## src/psd_pkg.sv

```systemverilog
// Package for the point to segment distance core: widths, result codes and
// the records carried along the cell chains. Used by every other file.
`default_nettype none
package psd_pkg;

  localparam int CoordW  = 16;             // input coordinate width
  localparam int DiffW   = CoordW + 1;     // coordinate difference
  localparam int ProdW   = 2 * DiffW;      // product of two differences
  localparam int SumW    = ProdW + 1;      // signed sum of two products
  localparam int LenW    = 33;             // squared length, squared distance
  localparam int AcrW    = 34;             // magnitude of the cross product
  localparam int HalfW   = AcrW / 2;       // cross magnitude split for squaring
  localparam int Cross2W = 2 * AcrW;       // squared cross product
  localparam int FracW   = 16;             // 2^16 scale of the squared distance
  localparam int DistW   = 25;             // result width
  localparam int QuotW   = 2 * DistW;      // quotient, radicand of the root
  localparam int DivNumW = QuotW + LenW;   // dividend bits that can be nonzero
  localparam int SqRemW  = DistW + 2;      // square root partial remainder

  typedef enum logic [1:0] {
    PartStart    = 2'd0,
    PartInterior = 2'd1,
    PartEnd      = 2'd2
  } part_e;

  // one division cell's view: remainder, dividend bits still to shift in
  // (quotient bits shift in at the bottom of the same word), divisor
  typedef struct packed {
    logic              valid;
    part_e             part;
    logic [LenW-1:0]   rem;
    logic [QuotW-1:0]  num;
    logic [LenW-1:0]   den;
  } div_t;

  // one square root cell's view
  typedef struct packed {
    logic              valid;
    part_e             part;
    logic [QuotW-1:0]  rad;
    logic [SqRemW-1:0] rem;
    logic [DistW-1:0]  root;
  } sqrt_t;

endpackage
`default_nettype wire

```

## src/psd_div_cell.sv

```systemverilog
// One restoring division cell: one quotient bit per cell, registered.
// Depends on psd_pkg.
`default_nettype none
module psd_div_cell (
  input  wire logic          clk_i,
  input  wire logic          rst_ni,
  input  wire logic          en_i,
  input  wire psd_pkg::div_t d_i,
  output psd_pkg::div_t      q_o
);

  logic [psd_pkg::LenW:0]   t, diff;
  logic                     ge;
  logic                     valid_q;
  psd_pkg::div_t            q_q;

  always_comb begin
    t    = {d_i.rem, d_i.num[psd_pkg::QuotW-1]};
    diff = t - {1'b0, d_i.den};
    ge   = t >= {1'b0, d_i.den};
  end

  always_ff @(posedge clk_i or negedge rst_ni) begin
    if (!rst_ni) begin
      valid_q <= 1'b0;
    end else if (en_i) begin
      valid_q <= d_i.valid;
    end
  end

  // shift the dividend up, take the quotient bit in at the bottom
  always_ff @(posedge clk_i) begin
    if (en_i) begin
      q_q.part <= d_i.part;
      q_q.rem  <= ge ? diff[psd_pkg::LenW-1:0] : t[psd_pkg::LenW-1:0];
      q_q.num  <= {d_i.num[psd_pkg::QuotW-2:0], ge};
      q_q.den  <= d_i.den;
    end
  end

  always_comb begin
    q_o.valid = valid_q;
    q_o.part  = q_q.part;
    q_o.rem   = q_q.rem;
    q_o.num   = q_q.num;
    q_o.den   = q_q.den;
  end

endmodule
`default_nettype wire

```

## config.mk

```make
export PLATFORM = sky130hd
export DESIGN_NAME = psd_div_cell
export DESIGN_NICKNAME = d
export VERILOG_FILES = /design/src/psd_pkg.sv /design/src/psd_div_cell.sv
export SDC_FILE = /design/constraint.sdc
export NUM_CORES = 1
export LEC_CHECK = 0
export ABC_AREA = 1
export ABC_CLOCK_PERIOD_IN_PS = 1400
export BUFFER_PORTS_ARGS = -buffer_cell sky130_fd_sc_hd__buf_4
export CORE_ASPECT_RATIO = 1.4
export CORE_MARGIN = 1
export CORE_UTILIZATION = 50
export DETAILED_ROUTE_END_ITERATION = 12
export PLACE_DENSITY = 0.8
export SLEW_MARGIN = 20
export SYNTH_ARGS = -nofsm -noshare
export SYNTH_HDL_FRONTEND = slang
export SYNTH_SLANG_ARGS = --single-unit
```

## constraint.sdc

```tcl
create_clock -name clk_i -period 1.4 [get_ports clk_i]
set_input_delay 0.28 -clock clk_i [delete_from_list [all_inputs] [get_ports clk_i]]
set_output_delay 0.28 -clock clk_i [all_outputs]
set_load 0.02 [all_outputs]
```

==> key figures <==
Drt
  • Avg WL per Cell: 20.1 um
  • Routed via count divided by cell count: 5.30
  • Detailed-route DRC error count: 0
  • Routed WL: 27600 um
  • Total vias in the final route: 7275
  • ANT nets after route: 0
  • Number of DRC violations after detailed-routing iteration 0: 557
  • Detailed Routing Iterations Pass 1: 5

Synth
  • Largest area contributor in the synthesized netlist: edfxtp_1
  • Library cell with the highest instance count after synthesis: nand2_1
  • Top flip-flop cell by instance count after synthesis: edfxtp_1
  • Top post-synthesis cells by area: edfxtp_1, nand2_1, inv_1
  • Number of cells produced by synthesis: 800
  • Warning count from the yosys run: 0
  • Number of different library cells in the post-synthesis netlist: 32
  • Proportion of synthesized chip area in sequential cells: 0.517
  • Synthesized area: 6900 um2
  • Synth Register Bits: 119
  • Post-Syn Nets: 956
  • Count of flip-flops with a built-in enable after synthesis: 118
  • Commonest cells in the synthesized netlist: nand2_1, inv_1, edfxtp_1
  • Mean post-synth cell area: 8.63 um2
  • Async S/R FF share, synth: 0.00840
  • Area fraction of the dominant cell type after synthesis: 0.513

Die
  • DIE WIDTH: 101 um
  • Initial cell density of the core: 0.513
  • # IOs: 241
  • Area of the die: 14300 um2
  • Vertical die dimension: 141 um
  • Row count: 50
  • Area inside the core boundary: 13500 um2

Timing
  • Slew HR: 0.749
  • Final clock skew: 0 ns
  • Total count of hold-check failures in the final report: 0
  • Setup TNS: -13.41 ns
  • Part of the cycle the worst path needs: 1.34
  • Worst hold-check slack: 0.0329 ns
  • Setup violators final: 34
  • Max Clk Rate: 0.534 GHz
  • Unrepaired setup endpoints after global routing: yes
  • Transition at the pin with the smallest max-transition slack: 0.375 ns
  • Number of max-slew violations in the final report: 0
  • Post-route minimum period: 1.87 ns
  • Setup ws final: -0.473 ns

Power and ir drop
  • Worst-case vdd ir drop: 0.873 mV
  • Switching portion of total power: 0.315
  • Power share of the clock group: 0.355
  • Power share of the sequential group: 0.346
  • Combinational share of power: 0.299
  • Total net switching power: 4.10 mW
  • Internal power component: 8.89 mW
  • Leakage power: 5.66 nW
  • Power density of the placed cells: 1150 nW/um2

Placement
  • Placement-stage cell area: 10200 um2
  • Quantity of I/O buffers inserted on ports: 240
  • Detail Placement HPWL: 17800 um
  • Weighted congestion reported at the end of routability-driven placement: 0.912

CTS
  • TritonCTS Sinks: 119
  • TritonCTS clock tree: done
  • Clock slew at reported path FFs: 0.06 ns
  • Maximum clock insertion buffer count: 2
  • Root Buffer: clkbuf_16
  • Clk Latency, worst-skew pair: 0.42 ns
  • Number of buffers inserted during clock tree synthesis: 17
  • Maximum level of the CTS H-tree: 4

Layout
  • Synthesis-to-finish area growth: 64.4%
  • Final net count: 1334
  • Final design instance area without fill: 11300 um2
  • Fill count: 755
  • Sequential standard cell area: 3570 um2
  • Total area of multi-input combinational cells: 3380 um2
  • Fraction of layout cells with a size suffix above 1: 0.484

Setup path
  • Data required time of the critical path: 1.57 ns
  • Worst-path cell with the longest stage delay: ha_4
  • Nature of the critical path endpoint: register
  • Buffer and inverter count on the worst path: 5
  • Worst Path Arrival: 2.05 ns
  • Critical-path cell list: buf_4 -> inv_1 -> ha_4 -> buf_4 -> nand2_1 -> inv_1 -> nand2_1 -> nand2_1 -> a21oi_2 -> nand2_2 -> buf_4 -> xor2_1 -> nand2_2 -> nand2_1
  • Crit-path max FO: 3
  • Crit path launch type: input pin
  • Most frequent CP cell: nand2_1
  • Worst setup path category: input pin to register
  • Largest stage delay on the critical path: 0.23 ns
  • Largest delay share family, worst path: buffers and inverters

Global route
  • First-pass GRT wire length: 38000 um
  • Leftover overflow at the end of global routing: 0
  • Largest net degree at the start of global routing: 49
  • Overall global routing resource usage: 0.365
  • Antenna violations before repair: 1
  • Via count of the first global-routing pass: 7161

Status
  • Result of the run: finished, violations left
  • Violated checks: negative setup slack

Hold path
  • Worst hold path class: input pin to register

Job
  • Max-cap violation count: 0
stage by stage:
step | setup slack, ns | utilization | std cells | total power, mW
finish | -0.473 | 0.843 | 1373 | 13.0
global route | -0.513 | 0.843 | 1373 | 13.4
CTS | -0.241 | 0.825 | 1368 | 12.6
detailed placement | -0.841 | 0.761 | 1329 | 7.94
global placement | -0.775 | 0.761 | 1329 | 7.85
floorplan | -0.410 | - | 800 | 6.24
final timing paths:
kind	from	endpoint	slack [ns]	cells past startpoint
setup / recovery	d_i[11]	q_o[96]	-0.47	14
hold / removal	d_i[65]	q_o[66]	0.03	1
setup reg to reg	valid_q	valid_q	0.62	1
hold reg to reg	valid_q	valid_q	0.56	1
max in group asynchronous	rst_ni	valid_q	1.10	2
min in group asynchronous	rst_ni	valid_q	0.22	2
kinds of logic (layout without fill, tap and decap cells):
family	Yosys count	count (layout)	synth area share
buffers and inverters	170	560	0.0986
XOR/XNOR	14	14	0.0178
adder cells (fa/ha/maj)	34	34	0.0627
multiplexers	1	1	0.00163
AND/OR/NAND/NOR	438	438	0.284
AO/OA/AOI/OAI	24	24	0.0181
other	0	1	0
flip-flops	119	119	0.517
cell type report:
type / count / share of cell area
inverters: 160 / 0.0543
repair buffers: 369 / 0.260
diodes: 1 / 0.000221
multi-input cells: 511 / 0.298
well taps: 182 / 0.0201
clock inverters: 14 / 0.0154
flip-flops and latches: 119 / 0.315
clock buffers: 17 / 0.0375
cell usage in the layout, fill, tap and decap left out, types with 6 or more instances in the layout:
cell	n
inv_1	127
a21oi_1	16
edfxtp_1	118
nand3_2	20
nand3_1	48
nand2_1	230
nor2_2	8
nand2_2	50
nor2_1	29
nor3_1	6
buf_4	353
inv_2	31
nand2_4	16
xor2_1	13
nand3b_1	10
clkbuf_16	19
ha_4	32
buf_12	8
power groups by stage:
stage	Sequential, mW	Clock [mW]	Combinational, mW
CTS	4.49	4.58	3.56
global route	4.52	4.73	4.10
global placement	4.53	0	3.32
floorplan	4.98	0	1.27
finish	4.50	4.61	3.88
detailed placement	4.55	0	3.39
what timing repair did:
| action | 4_1_cts | 5_1_grt |
|---|---|---|
| endpoints found under the hold margin | 1 | 0 |
| buffers inserted | 6 | 2 |
| hold buffers | 1 | 0 |
| gates cloned | 1 | 2 |
| endpoints found under the setup margin | 34 | 34 |
| gates resized for setup | 58 | 60 |
| pin swaps | 9 | 20 |
flip-flops by register name (all words and copies together) (netlist names):
name / count
q_o: 118
valid_q: 1
routing by layer:
| layer | global-route usage | wire [um] |
|---|---|---|
| met5 | 0 | 0 |
| met4 | 0.207 | 1950 |
| met3 | 0.0858 | 2670 |
| met2 | 0.670 | 14300 |
| met1 | 0.372 | 8670 |
Note: power is estimated with default switching activity, not from simulation.
